### config.mk
export PLATFORM = sky130hd
export DESIGN_NAME = iau_cell
export DESIGN_NICKNAME = d
export VERILOG_FILES = /design/src/rtl/core/integer_arith_unit_div_sqrt_defines.svh /design/src/rtl/core/iau_pkg.sv /design/src/rtl/core/iau_cell.sv
export SDC_FILE = /design/constraint.sdc
export NUM_CORES = 1
export LEC_CHECK = 0
export BUFFER_PORTS_ARGS = -buffer_cell sky130_fd_sc_hd__buf_2
export CAP_MARGIN = 20
export CORE_AREA = 2 2 203 205
export DETAILED_ROUTE_END_ITERATION = 16
export DIE_AREA = 0 0 205 207
export MAX_ROUTING_LAYER = met4
export PLACE_DENSITY = 0.58
export SYNTH_ARGS = -nofsm -noshare
export SYNTH_HDL_FRONTEND = slang
export SYNTH_SLANG_ARGS = --single-unit
### constraint.sdc
create_clock -name clk -period 3.8 [get_ports clk]
set_input_delay 0 -clock clk [delete_from_list [all_inputs] [get_ports clk]]
set_output_delay 0 -clock clk [all_outputs]
set_load 0.01 [all_outputs]
### src/rtl/core/integer_arith_unit_div_sqrt_defines.svh
// Assertion macros for the arithmetic unit
`ifndef INTEGER_ARITH_UNIT_DIV_SQRT_DEFINES_SVH
`define INTEGER_ARITH_UNIT_DIV_SQRT_DEFINES_SVH
// Implication checked on every edge outside reset
`define IAU_ASSERT_IMP(label, ante, cons) \
  label: assert property (@(posedge clk) disable iff (rst) (ante) |-> (cons)) \
    else $error("iau check failed");
// Next-cycle implication
`define IAU_ASSERT_NEXT(label, ante, cons) \
  label: assert property (@(posedge clk) disable iff (rst) (ante) |=> (cons)) \
    else $error("iau check failed");
`endif

### src/rtl/core/iau_pkg.sv
// Shared types and constants for the arithmetic unit
package iau_pkg;
  localparam logic [2:0] ModeAdd  = 3'd0;
  localparam logic [2:0] ModeSub  = 3'd1;
  localparam logic [2:0] ModeMul  = 3'd2;
  localparam logic [2:0] ModeDiv  = 3'd3;
  localparam logic [2:0] ModeSqrt = 3'd4;

  // control that travels with an item along the cell chain
  typedef struct packed {
    logic       vld;
    logic [2:0] mode;
  } ctl_t;
endpackage

### src/rtl/core/iau_cell.sv
// One step cell: a restoring divide step and a square-root digit step, registered
module iau_cell #(
  parameter int W = 32,
  parameter int IDX = 0
) (
  input  logic              clk,
  input  logic              rst,
  input  iau_pkg::ctl_t     ctl_in,
  input  logic [W-1:0]      a_in,
  input  logic [W-1:0]      b_in,
  input  logic [W-1:0]      q_in,
  input  logic [W-1:0]      r_in,
  input  logic [W-1:0]      sx_in,
  input  logic [W-1:0]      sres_in,
  input  logic [2*W-1:0]    pass_in,
  output iau_pkg::ctl_t     ctl_out,
  output logic [W-1:0]      a_out,
  output logic [W-1:0]      b_out,
  output logic [W-1:0]      q_out,
  output logic [W-1:0]      r_out,
  output logic [W-1:0]      sx_out,
  output logic [W-1:0]      sres_out,
  output logic [2*W-1:0]    pass_out
);
  localparam int Bit = W - 1 - IDX;
  localparam int SqSteps = (((W - 1) & ~1) / 2) + 1;
  localparam int SqTop = (W - 1) & ~1;
  // cells past the last root digit only pass the root through
  localparam int SqShift = (IDX < SqSteps) ? (SqTop - 2 * IDX) : 0;

  logic [W:0]   trial;
  logic [W:0]   diff;
  logic [W-1:0] q_next, r_next;
  logic [W:0]   sq_sum;
  logic [W-1:0] sx_next, sres_next;

  always_comb begin
    trial = {r_in, a_in[Bit]};
    diff = trial - {1'b0, b_in};
    q_next = q_in;
    if (!diff[W]) begin
      r_next = diff[W-1:0];
      q_next[Bit] = 1'b1;
    end else begin
      r_next = trial[W-1:0];
    end
    sx_next = sx_in;
    sres_next = sres_in;
    if (IDX < SqSteps) begin
      sq_sum = {1'b0, sres_in} + ({{W{1'b0}}, 1'b1} << SqShift);
      if ({1'b0, sx_in} >= sq_sum) begin
        sx_next = sx_in - sq_sum[W-1:0];
        sres_next = (sres_in >> 1) + (W'(1) << SqShift);
      end else begin
        sres_next = sres_in >> 1;
      end
    end else begin
      sq_sum = '0;
    end
  end

  always_ff @(posedge clk) begin
    if (rst) begin
      ctl_out.vld <= 1'b0;
    end else begin
      ctl_out.vld <= ctl_in.vld;
    end
    ctl_out.mode <= ctl_in.mode;
    a_out <= a_in;
    b_out <= b_in;
    q_out <= q_next;
    r_out <= r_next;
    sx_out <= sx_next;
    sres_out <= sres_next;
    pass_out <= pass_in;
  end
endmodule

# Word level (Yosys, flattened, before mapping)
# Cells that the tools add are included.
# W data, S select, Z words.
dict set report op_classes {
  n_mux 3
  addsub 4
  order_cmp 1
}
# cell n
set ops {}
lappend ops {{$mux W32} 2}
lappend ops {{$add A32 B31 Y33 const B} 1}
lappend ops {{$ge A32 B33 Y1} 1}
lappend ops {{$sub A33 B32 Y33} 1}
lappend ops {{$add A31 B31 Y32 const B} 1}
lappend ops {{$sub A32 B32 Y32} 1}
lappend ops {{$mux W31} 1}
dict set report word_totals {
  output_inout_bits 260
  elab_cells 19
  ff_bits 260
}

# Longest topological paths before layout
# Gate-level depths: netlist of the first run.
dict set report logic_depth {
  depth_word 3
  mapped_depth 13
}

# Least setup slack after synthesis of the first run
# Ideal clock, no wire load.
dict set report synth_timing {
  path_type {input port to flip-flop}
  startpoint {in a_in[31]}
  endpoint {reg r_out[10]}
  path_buffers 1
  arrival_ns 2.500
  setup_slack_ns 1.179
  stages 12
  path_cell_list {inv_1 ha_1 fa_1 nand2b_1 a21oi_1 o21ai_1 nand3_2 a2111oi_4 or4_4 nand4_4 buf_6 mux2_4}
}
dict set report synth_via {
  elab_chain_cells 2
}
# item line_no
set synth_lines {}
lappend synth_lines {{start, declared} iau_cell.sv:9} ;# input logic [W-1:0] a_in,
lappend synth_lines {{$sub A33 B32 Y33} iau_cell.sv:39} ;# diff = trial - {1'b0, b_in};
lappend synth_lines {{$mux W32} iau_cell.sv:41} ;# if (!diff[W]) begin
lappend synth_lines {{net r_next[10]} iau_cell.sv:33} ;# logic [W-1:0] q_next, r_next;
lappend synth_lines {{end signal, assigned} iau_cell.sv:72} ;# r_out <= r_next;
lappend synth_lines {{end, declared} iau_cell.sv:20} ;# output logic [W-1:0] r_out,
# The timed path passes the listed nets, and every way through them passes these cells.
# A chain may end at the register's enable or synchronous reset.

# Final worst setup path of the first run
dict set report layout_timing {
  startpoint {in sx_in[6]}
  endpoint {reg sx_out[0]}
}
dict set report layout_via {
  elab_chain_cells 2
}
# item line_no
set layout_lines {}
lappend layout_lines {{start, declared} iau_cell.sv:13} ;# input logic [W-1:0] sx_in,
lappend layout_lines {{$ge A32 B33 Y1} iau_cell.sv:51} ;# if ({1'b0, sx_in} >= sq_sum) begin
lappend layout_lines {{$mux W32} iau_cell.sv:51}
lappend layout_lines {{net sx_next[0]} iau_cell.sv:35} ;# logic [W-1:0] sx_next, sres_next;
lappend layout_lines {{end signal, assigned} iau_cell.sv:73} ;# sx_out <= sx_next;
lappend layout_lines {{end, declared} iau_cell.sv:21} ;# output logic [W-1:0] sx_out,
# The timed path passes the listed nets, and every way through them passes these cells.

==> results.md, run 1 <==
* Status: completed
* Headroom to the max-slew limit at 63.5%
* Vertical extent of the die at 207 um
* Slew Limit Fails at 0
* Critical Path Fanout Max at 34
* Dominant register cell in the synthesized netlist: sky130_fd_sc_hd__dfxtp_1
* Setup TNS at 0 ps
* GPL Wtd Cong at 0.916
* CP Launch Type: input pin
* Number of stages on the worst hold path at 2
* TritonCTS buffer count at 29
* Final hold violations at 0
* Final HPWL from detailed placement at 27700 um
* Syn-to-layout area delta at 66.6%
* Critical hold path startpoint: q_in[2]
* Post-CTS Setup Inserts at 0
* Sequential cell area fraction in the yosys report at between 50% and 60%
* Layout Cells excl Fill at 2292
* Count of flip-flops with a built-in enable after synthesis at 0
* TritonCTS clock tree: built
* Type of element capturing the critical path: register
* Final critical delay including setup and external delays at 3670 ps
* Mean post-synth cell area at 10.9 sq um
* Synthesized cell area at 10200 sq um
* DRC viols at 0
* Number of top-level pins at 522
* Initial antenna violation count at 6
* Post-detailed-route via-to-cell ratio at approximately 4.4
* Num Clock Sinks at 260
* Overall track demand over capacity in global routing at about 17%
* Leading post-synthesis cells by cell area: sky130_fd_sc_hd__dfxtp_1 (51%), sky130_fd_sc_hd__ha_1 (8.0%), sky130_fd_sc_hd__mux2_4 (4.0%)
* H-tree depth reported by CTS at 1
* Areal power density over the cells at 457 nW/um^2
* Synth Warn # at 0
* Number of buffer cells added on primary ports at 521
* RSZ-0062 raised after global routing: false
* Die Area at between 40000 and 50000 sq um
* Die X at 205 um
* Synthesized netlist net count at 1266
* Async set or reset register ratio after synthesis at 0%
* Wire length of the first global-routing pass at 57000 um
* Crit path DAT at 4120 ps
* Drt wl/cell at ~16 um
* Portion of synthesized cell area occupied by the leading cell type at 51.2%
* Top cell family by delay on the critical path: compound AO/OA/AOI/OAI gates
* Core box area at slightly above 40000 sq um
* Router iterations before antenna repair at 4
* Final-stage net count at just over 2000
* Post-route clock period utilization at 96.7%
* Library cell occupying the most area in the post-synthesis netlist: sky130_fd_sc_hd__dfxtp_1
* Standard-cell row count at 74
* Deepest clock path buffer count at 3
* Clock-pin slew of the registers on the worst-case setup and hold paths at 60 ps
* Cell count after synthesis at 937
* CP Depth at 13
* Placed instance count at 1974
* Leakage power at 8.28 nW
* Cell type with the highest occurrence count on the critical path: sky130_fd_sc_hd__dlygate4sd3_1
* Max-cap violations at 0
* Critical Path Slowest Stage Cell: sky130_fd_sc_hd__dlygate4sd3_1
* Source of the critical timing path: sx_in[6]
* Transition time at the pin with the least slew margin at 548 ps
* Wirelength, routed at 37600 um
* Global-route congestion overflow total at 0
* Via count of the first global-routing pass at 10571
* Critical Path Max Stage Delay at 590 ps
* Starting utilization of the core area at 25.2%
* Data required, critical path at roughly 4300 ps
* Kind of critical path: input pin to register
* Total via count in the routed design at 10083
* Max rail drop VDD at ~330 uV
* Root buffer cell: sky130_fd_sc_hd__clkbuf_16
* List of cells traversed by the critical path: dlygate4sd3_1, buf_2, ha_1, a41oi_1, o221ai_1, a211oi_2, o211ai_1, and2_4, a2111oi_4, or2_1, buf_4, o21ai_0, dlygate4sd3_1
* Starting DRC count in detailed routing at about 600
* Endpoint with the worst hold slack: q_out[2]
* Number of routed nets with antenna violations at 0
* Number of distinct library cells after synthesis at 76
* Max Freq at 272 MHz
* Flip-flop and latch count after synthesis at 260
* Crit path buffers/inverters at 4
* Worst Hold Class: input pin to register
* Fraction of layout cells with a size suffix above 1 at 35.7%
* Largest net degree at the start of global routing at 35
* Final setup viols at 0
## metal layers
| layer | share of wire (%) | track usage [%] | up-vias |
|---|---|---|---|
| li1 | - | - | 4901 |
| met1 | 40 | 19.2 | 4705 |
| met2 | 50 | 30.3 | 405 |
| met3 | 7.6 | 4.33 | 72 |
| met4 | 2.4 | 5.21 | 0 |
| met5 | 0 | - | - |
## timing repair
item	4_1_cts	5_1_grt
hold endpoints to repair	260	0
gates resized for setup	0	0
hold buffers	261	0
## registers in the layout, indices dropped and copies added, names as in the netlist
name      count
pass_out     64
ctl_out       4
sx_out       32
sres_out     32
r_out        32
q_out        32
b_out        32
a_out        32
## worst max path at each step
stage	endpoint
2_1_floorplan	r_out[10]
3_3_place_gp	sx_out[5]
3_5_place_dp	sx_out[3]
4_1_cts	sx_out[1]
5_1_grt	sx_out[0]
6_report	sx_out[0]
## cells in the mapped netlist (all sizes together) (4+ instances only)
| master | count |
|---|---|
| dfxtp | 260 |
| inv | 79 |
| ha | 65 |
| a21oi | 60 |
| mux2 | 51 |
| o21ai | 46 |
| a21o | 38 |
| nand2 | 38 |
| nor2 | 35 |
| xnor2 | 30 |
| xor2 | 23 |
| nor3 | 17 |
| nor2b | 14 |
| nand3 | 13 |
| and3 | 11 |
| buf | 11 |
| clkbuf | 11 |
| o31ai | 10 |
| a211oi | 9 |
| and2 | 9 |
| nand4 | 9 |
| o211ai | 8 |
| a31oi | 7 |
| nand2b | 7 |
| or2 | 7 |
| o21a | 6 |
| a2111oi | 4 |
| a311o | 4 |
| a311oi | 4 |
| o21bai | 4 |
## power breakdown
part           leakage (nW)  internal, mW  switching (mW)
registers              2.19          2.98          0.0842
clock network         0.470          1.71            1.16
logic                  5.61         0.909           0.903
## per-stage QoR
stage / hold slack, ps / power (mW) / worst slack [ps] / instance area, sq um / util (%)
after global placement: 102 / 4.69 / 633 / 13400 / 33.1
after detailed placement: 104 / 4.70 / 562 / 13400 / 33.1
after floorplan: 27.7 / 4.06 / 1180 / 10200 / -
after CTS: 29.4 / 7.82 / 311 / 16900 / 41.9
final: 63.0 / 7.75 / 127 / 16900 / 42.0
after global routing: 45.5 / 8.10 / 15.9 / 16900 / 42.0
## layout make-up
type                       count  area (sq um)
tap                          532           666
inverter                      79           297
clock inverter                 7           129
fill                        3851         23400
sequential                   260          5200
multi-input combinational    576          4530
timing repair buffer         788          5280
clock buffer                  44           832
antenna                        6          15.0
## cell families after synthesis
logic type	count (synthesis)	synth area share (%)
AOI/OAI and AO/OA	230	15.8
adders and majority gates	67	8.39
muxes	54	6.94
buffers and inverters	101	4.34
and+or+nand+nor	172	8.79
xor gates and xnor gates	53	4.56
DFF	260	51.2
## placed cells by master, fill, tap and decap left out, types with 15 or more instances in the layout
master                            n
sky130_fd_sc_hd__a21o_1          37
sky130_fd_sc_hd__a21oi_1         59
sky130_fd_sc_hd__buf_2          521
sky130_fd_sc_hd__clkbuf_16       29
sky130_fd_sc_hd__dfxtp_1        260
sky130_fd_sc_hd__dlygate4sd3_1  261
sky130_fd_sc_hd__ha_1            65
sky130_fd_sc_hd__inv_1           79
sky130_fd_sc_hd__mux2_1          15
sky130_fd_sc_hd__mux2_4          27
sky130_fd_sc_hd__nand2_1         38
sky130_fd_sc_hd__nor2_1          35
sky130_fd_sc_hd__nor3_1          17
sky130_fd_sc_hd__o21ai_0         40
sky130_fd_sc_hd__xnor2_1         30
sky130_fd_sc_hd__xor2_1          23
(Power assumes the default switching activity.)
==> run 2: changes to the inputs <==
--- a/config.mk
+++ b/config.mk
@@ -5,13 +5,15 @@
 export SDC_FILE = /design/constraint.sdc
 export NUM_CORES = 1
 export LEC_CHECK = 0
+export ABC_AREA = 1
 export BUFFER_PORTS_ARGS = -buffer_cell sky130_fd_sc_hd__buf_2
 export CAP_MARGIN = 20
-export CORE_AREA = 2 2 203 205
+export CORE_AREA = 2 2 201 203
 export DETAILED_ROUTE_END_ITERATION = 16
-export DIE_AREA = 0 0 205 207
+export DIE_AREA = 0 0 203 205
 export MAX_ROUTING_LAYER = met4
-export PLACE_DENSITY = 0.58
+export PLACE_DENSITY = 0.62
+export RECOVER_POWER = 25
 export SYNTH_ARGS = -nofsm -noshare
 export SYNTH_HDL_FRONTEND = slang
 export SYNTH_SLANG_ARGS = --single-unit
==> results.md, run 2 <==
* Layout Cells excl Fill at 2938 (was 2292)
* Final non-filler cell area at 18100 sq um (was 16900 sq um)
* Register bank with the most flops: pass_out (unchanged)
* Flip-flop and latch count after synthesis at 260 (unchanged)
* Die X at 203 um (was 205 um)
* Placed cell area at 14500 sq um (was 13400 sq um)
* Design Power at 7.65 mW (was 7.75 mW)
* Standard-cell row count at 73 (was 74)
* Drt wl/cell at 14.5 um (was 16.4 um)
* Most numerous cell in the Yosys netlist: sky130_fd_sc_hd__nand2_1 (was sky130_fd_sc_hd__dfxtp_1)
* Transition time at the pin with the least slew margin at 422 ps (was 548 ps)
* Clock-pin slew of the registers on the worst-case setup and hold paths at 60 ps (about the same)
* Source of the critical timing path: sres_in[30] (was sx_in[6])
* Headroom to the max-slew limit at 71.8% (was 63.5%)
* Worst Hold Class: input pin to register (unchanged)
* Library cell occupying the most area in the post-synthesis netlist: sky130_fd_sc_hd__dfxtp_1 (unchanged)
* Leakage power at 10.2 nW (was 8.28 nW)
* CP Launch Type: input pin (unchanged)
* Power dissipated by switching net loads at 2.23 mW (was 2.14 mW)
* Deepest clock path buffer count at 3 (unchanged)
* TritonCTS buffer count at 27 (was 29)
* Post-CTS Setup Inserts at 0 (unchanged)
* Fraction of layout cells with a size suffix above 1 at 23.7% (was 35.7%)
* Via count of the first global-routing pass at 12593 (was 10571)
* Portion of synthesized cell area occupied by the leading cell type at 45.6% (was 51.2%)
* Most common cell after layout, fill and taps aside: sky130_fd_sc_hd__nand2_1 (was sky130_fd_sc_hd__buf_2)
* Areal power density over the cells at 423 nW/um^2 (was 457 nW/um^2)
* Status: completed (unchanged)
* Critical Path Fanout Max at 36 (was 34)
* Leading cell types by count after synthesis: sky130_fd_sc_hd__nand2_1 (655), sky130_fd_sc_hd__inv_1 (312), sky130_fd_sc_hd__dfxtp_1 (260) (was sky130_fd_sc_hd__dfxtp_1 (260), sky130_fd_sc_hd__inv_1 (79), sky130_fd_sc_hd__ha_1 (65))
* Leading post-synthesis cells by cell area: sky130_fd_sc_hd__dfxtp_1 (46%), sky130_fd_sc_hd__nand2_1 (22%), sky130_fd_sc_hd__inv_1 (10%) (was sky130_fd_sc_hd__dfxtp_1 (51%), sky130_fd_sc_hd__ha_1 (8.0%), sky130_fd_sc_hd__mux2_4 (4.0%))
* Type of element capturing the critical path: register (unchanged)
* Mean post-synth cell area at 7.17 sq um (was 10.9 sq um)
* Core box area at 39400 sq um (was 40400 sq um)
* Synth Area in XOR/XNOR at 2.30% (was 4.56%)
* Total via count in the routed design at 12455 (was 10083)
* Data required, critical path at 4230 ps (was 4250 ps)
* Cell count after synthesis at 1592 (was 937)
* Placed instance count at 2626 (was 1974)
* Die Area at 41600 sq um (was 42400 sq um)
* DRC viols at 0 (unchanged)
* Async set or reset register ratio after synthesis at 0% (unchanged)
* Critical Path Max Stage Delay at 560 ps (was 590 ps)
* Synthesized cell area at 11400 sq um (was 10200 sq um)
* Final critical-path setup slack at 1280 ps (was 127 ps)
* Max Freq at 397 MHz (was 272 MHz)
* Setup TNS at 0 ps (unchanged)
* Kind of critical path: input pin to register (unchanged)
* Root buffer cell: sky130_fd_sc_hd__clkbuf_16 (unchanged)
* Number of buffer cells added on primary ports at 521 (unchanged)
* Sequential cell area fraction in the yosys report at 45.6% (was 51.2%)
* Part of the total power dissipated in sequential elements at 39.8% (was 39.6%)
* Worst setup slack before clock tree synthesis at 1530 ps (was 562 ps)
* RSZ-0062 raised after global routing: false (unchanged)
* Gate power share at 23.6% (was 23.4%)
* Internal power at 5.42 mW (was 5.60 mW)
* Critical Path Slowest Stage Cell: sky130_fd_sc_hd__dlygate4sd3_1 (unchanged)
* Layout fillers at 3836 (was 3851)
* List of cells traversed by the critical path: dlygate4sd3_1, buf_2, ha_1, inv_1, ha_1, nand2_1, nor2_1, nand2_1, nor3_1, nand2_2, nand2_4, o21ai_0, dlygate4sd3_1 (was dlygate4sd3_1, buf_2, ha_1, a41oi_1, o221ai_1, a211oi_2, o211ai_1, and2_4, a2111oi_4, or2_1, buf_4, o21ai_0, dlygate4sd3_1)
* Synthesized netlist net count at 1921 (was 1266)
* Wire length of the first global-routing pass at 64700 um (was 57000 um)
* Initial antenna violation count at 2 (was 6)
* Syn-to-layout area delta at 58.4% (was 66.6%)
* GPL Wtd Cong at 0.956 (was 0.916)
* Starting utilization of the core area at 29.0% (was 25.2%)
* Count of flip-flops with a built-in enable after synthesis at 0 (unchanged)
* Final critical delay including setup and external delays at 2520 ps (was 3670 ps)
* Vertical extent of the die at 205 um (was 207 um)
* Hold Buf Count CTS at 260 (was 261)
* Max rail drop VDD at 383 uV (was 328 uV)
* Compound-Gate Fraction of Synth Area at 3.05% (was 15.8%)
* Post-route clock period utilization at 66.3% (was 96.7%)
* Max-cap violations at 0 (unchanged)
* Synth Warn # at 0 (unchanged)
* Largest net degree at the start of global routing at 37 (was 35)
* Slew Limit Fails at 0 (unchanged)
* Final hold violations at 0 (unchanged)
* Final setup viols at 0 (unchanged)
* H-tree depth reported by CTS at 1 (unchanged)
* Number of top-level pins at 522 (unchanged)
* Hold Worst Slack at 51.2 ps (was 63.0 ps)
* Final HPWL from detailed placement at 31400 um (was 27700 um)
* Post-cts repair resize count at 0 (unchanged)
* Wirelength, routed at 42500 um (was 37600 um)
* TritonCTS clock tree: built (unchanged)
* Share of the core filled with cells at 45.9% (was 42.0%)
* Final-stage net count at 2719 (was 2063)
* Simple-gate portion of the synthesized area at 29.9% (was 8.79%)
* Overall track demand over capacity in global routing at 20.1% (was 17.3%)
* Number of routed nets with antenna violations at 0 (unchanged)
* Flip-flop count of the largest register, all copies and words added at 64 (unchanged)
* Post-detailed-route via-to-cell ratio at 4.24 (was 4.40)
* Crit path DAT at 2950 ps (was 4120 ps)
* Number of distinct library cells after synthesis at 30 (was 76)
* Switching fraction of total power at 29.1% (was 27.7%)
* Post-Synth Adder-Cell Area at 7.48% (was 8.39%)
* Starting DRC count in detailed routing at 630 (was 608)
* Num Clock Sinks at 260 (unchanged)
* Router iterations before antenna repair at 5 (was 4)
* Combinational family with the most area after synthesis: simple AND/OR/NAND/NOR gates (was compound AO/OA/AOI/OAI gates)
* Global-route congestion overflow total at 0 (unchanged)
* Share of synthesized area spent on multiplexers at 0% (was 6.94%)
* Dominant register cell in the synthesized netlist: sky130_fd_sc_hd__dfxtp_1 (unchanged)
* Clock share of power at 36.6% (was 37.0%)
* Commonest non-fill, non-tap cells in the layout: sky130_fd_sc_hd__nand2_1 (655), sky130_fd_sc_hd__buf_2 (495), sky130_fd_sc_hd__inv_1 (312) (was sky130_fd_sc_hd__buf_2 (521), sky130_fd_sc_hd__dlygate4sd3_1 (261), sky130_fd_sc_hd__dfxtp_1 (260))
* Critical hold path startpoint: r_in[31] (was q_in[2])
-- run 2: cell types whose count changed after synthesis, sizes merged, moves of 28 or more --
cell / delta
nand2: +629
inv: +239
mux2: -51
nand3: +44
nor2: +44
o21ai: -41
a21o: -36
xnor2: -28
-- run 2: cells by family (layout without fill, tap and decap cells) --
| family | count (synthesis) | in the layout |
|---|---|---|
| AOI/OAI and AO/OA | 62 | 62 |
| xor gates and xnor gates | 30 | 30 |
| adders and majority gates | 67 | 67 |
| buffers and inverters | 330 | 1148 |
| DFF | 260 | 260 |
| other | 0 | 3 |
| and+or+nand+nor | 843 | 843 |
-- run 2: final timing paths --
path,endpoint,slack [ps],cells past startpoint
max,sx_out[0],1280,13
min,q_out[31],50,4
-- run 2: per-layer routing --
layer	share of wire [%]	GRT usage, %
met1	42	23.7
met2	48	35.0
met3	6.5	3.07
met4	3.0	6.93
met5	0	-
-- run 2: power by group through the flow --
stage	Sequential (mW)	Clock (mW)	Combinational (mW)
floorplan	3.23	0	0.805
global placement	3.09	0	1.56
detailed placement	3.10	0	1.57
CTS	3.04	2.86	1.79
global route	3.06	2.99	2.00
finish	3.04	2.80	1.81
-- run 2: final cells by class --
class | instances | area [sq um] | area share [%]
clock buffers | 36 | 769 | 4.26
multi-input cells | 1002 | 4880 | 27.0
flip-flops and latches | 260 | 5200 | 28.8
well taps | 525 | 657 | 3.64
clock inverters | 13 | 179 | 0.990
repair buffers | 781 | 5180 | 28.7
inverters | 318 | 1200 | 6.62
diodes | 3 | 7.51 | 0.0415
-- run 2: worst max-delay path: cells and delay by family --
| family | cells | cell delay (ps) |
|---|---|---|
| buffers and inverters | 4 | 1280 |
| AND/OR/NAND/NOR | 6 | 980 |
| adder cells (fa/ha/maj) | 2 | 560 |
| AO/OA/AOI/OAI | 1 | 120 |
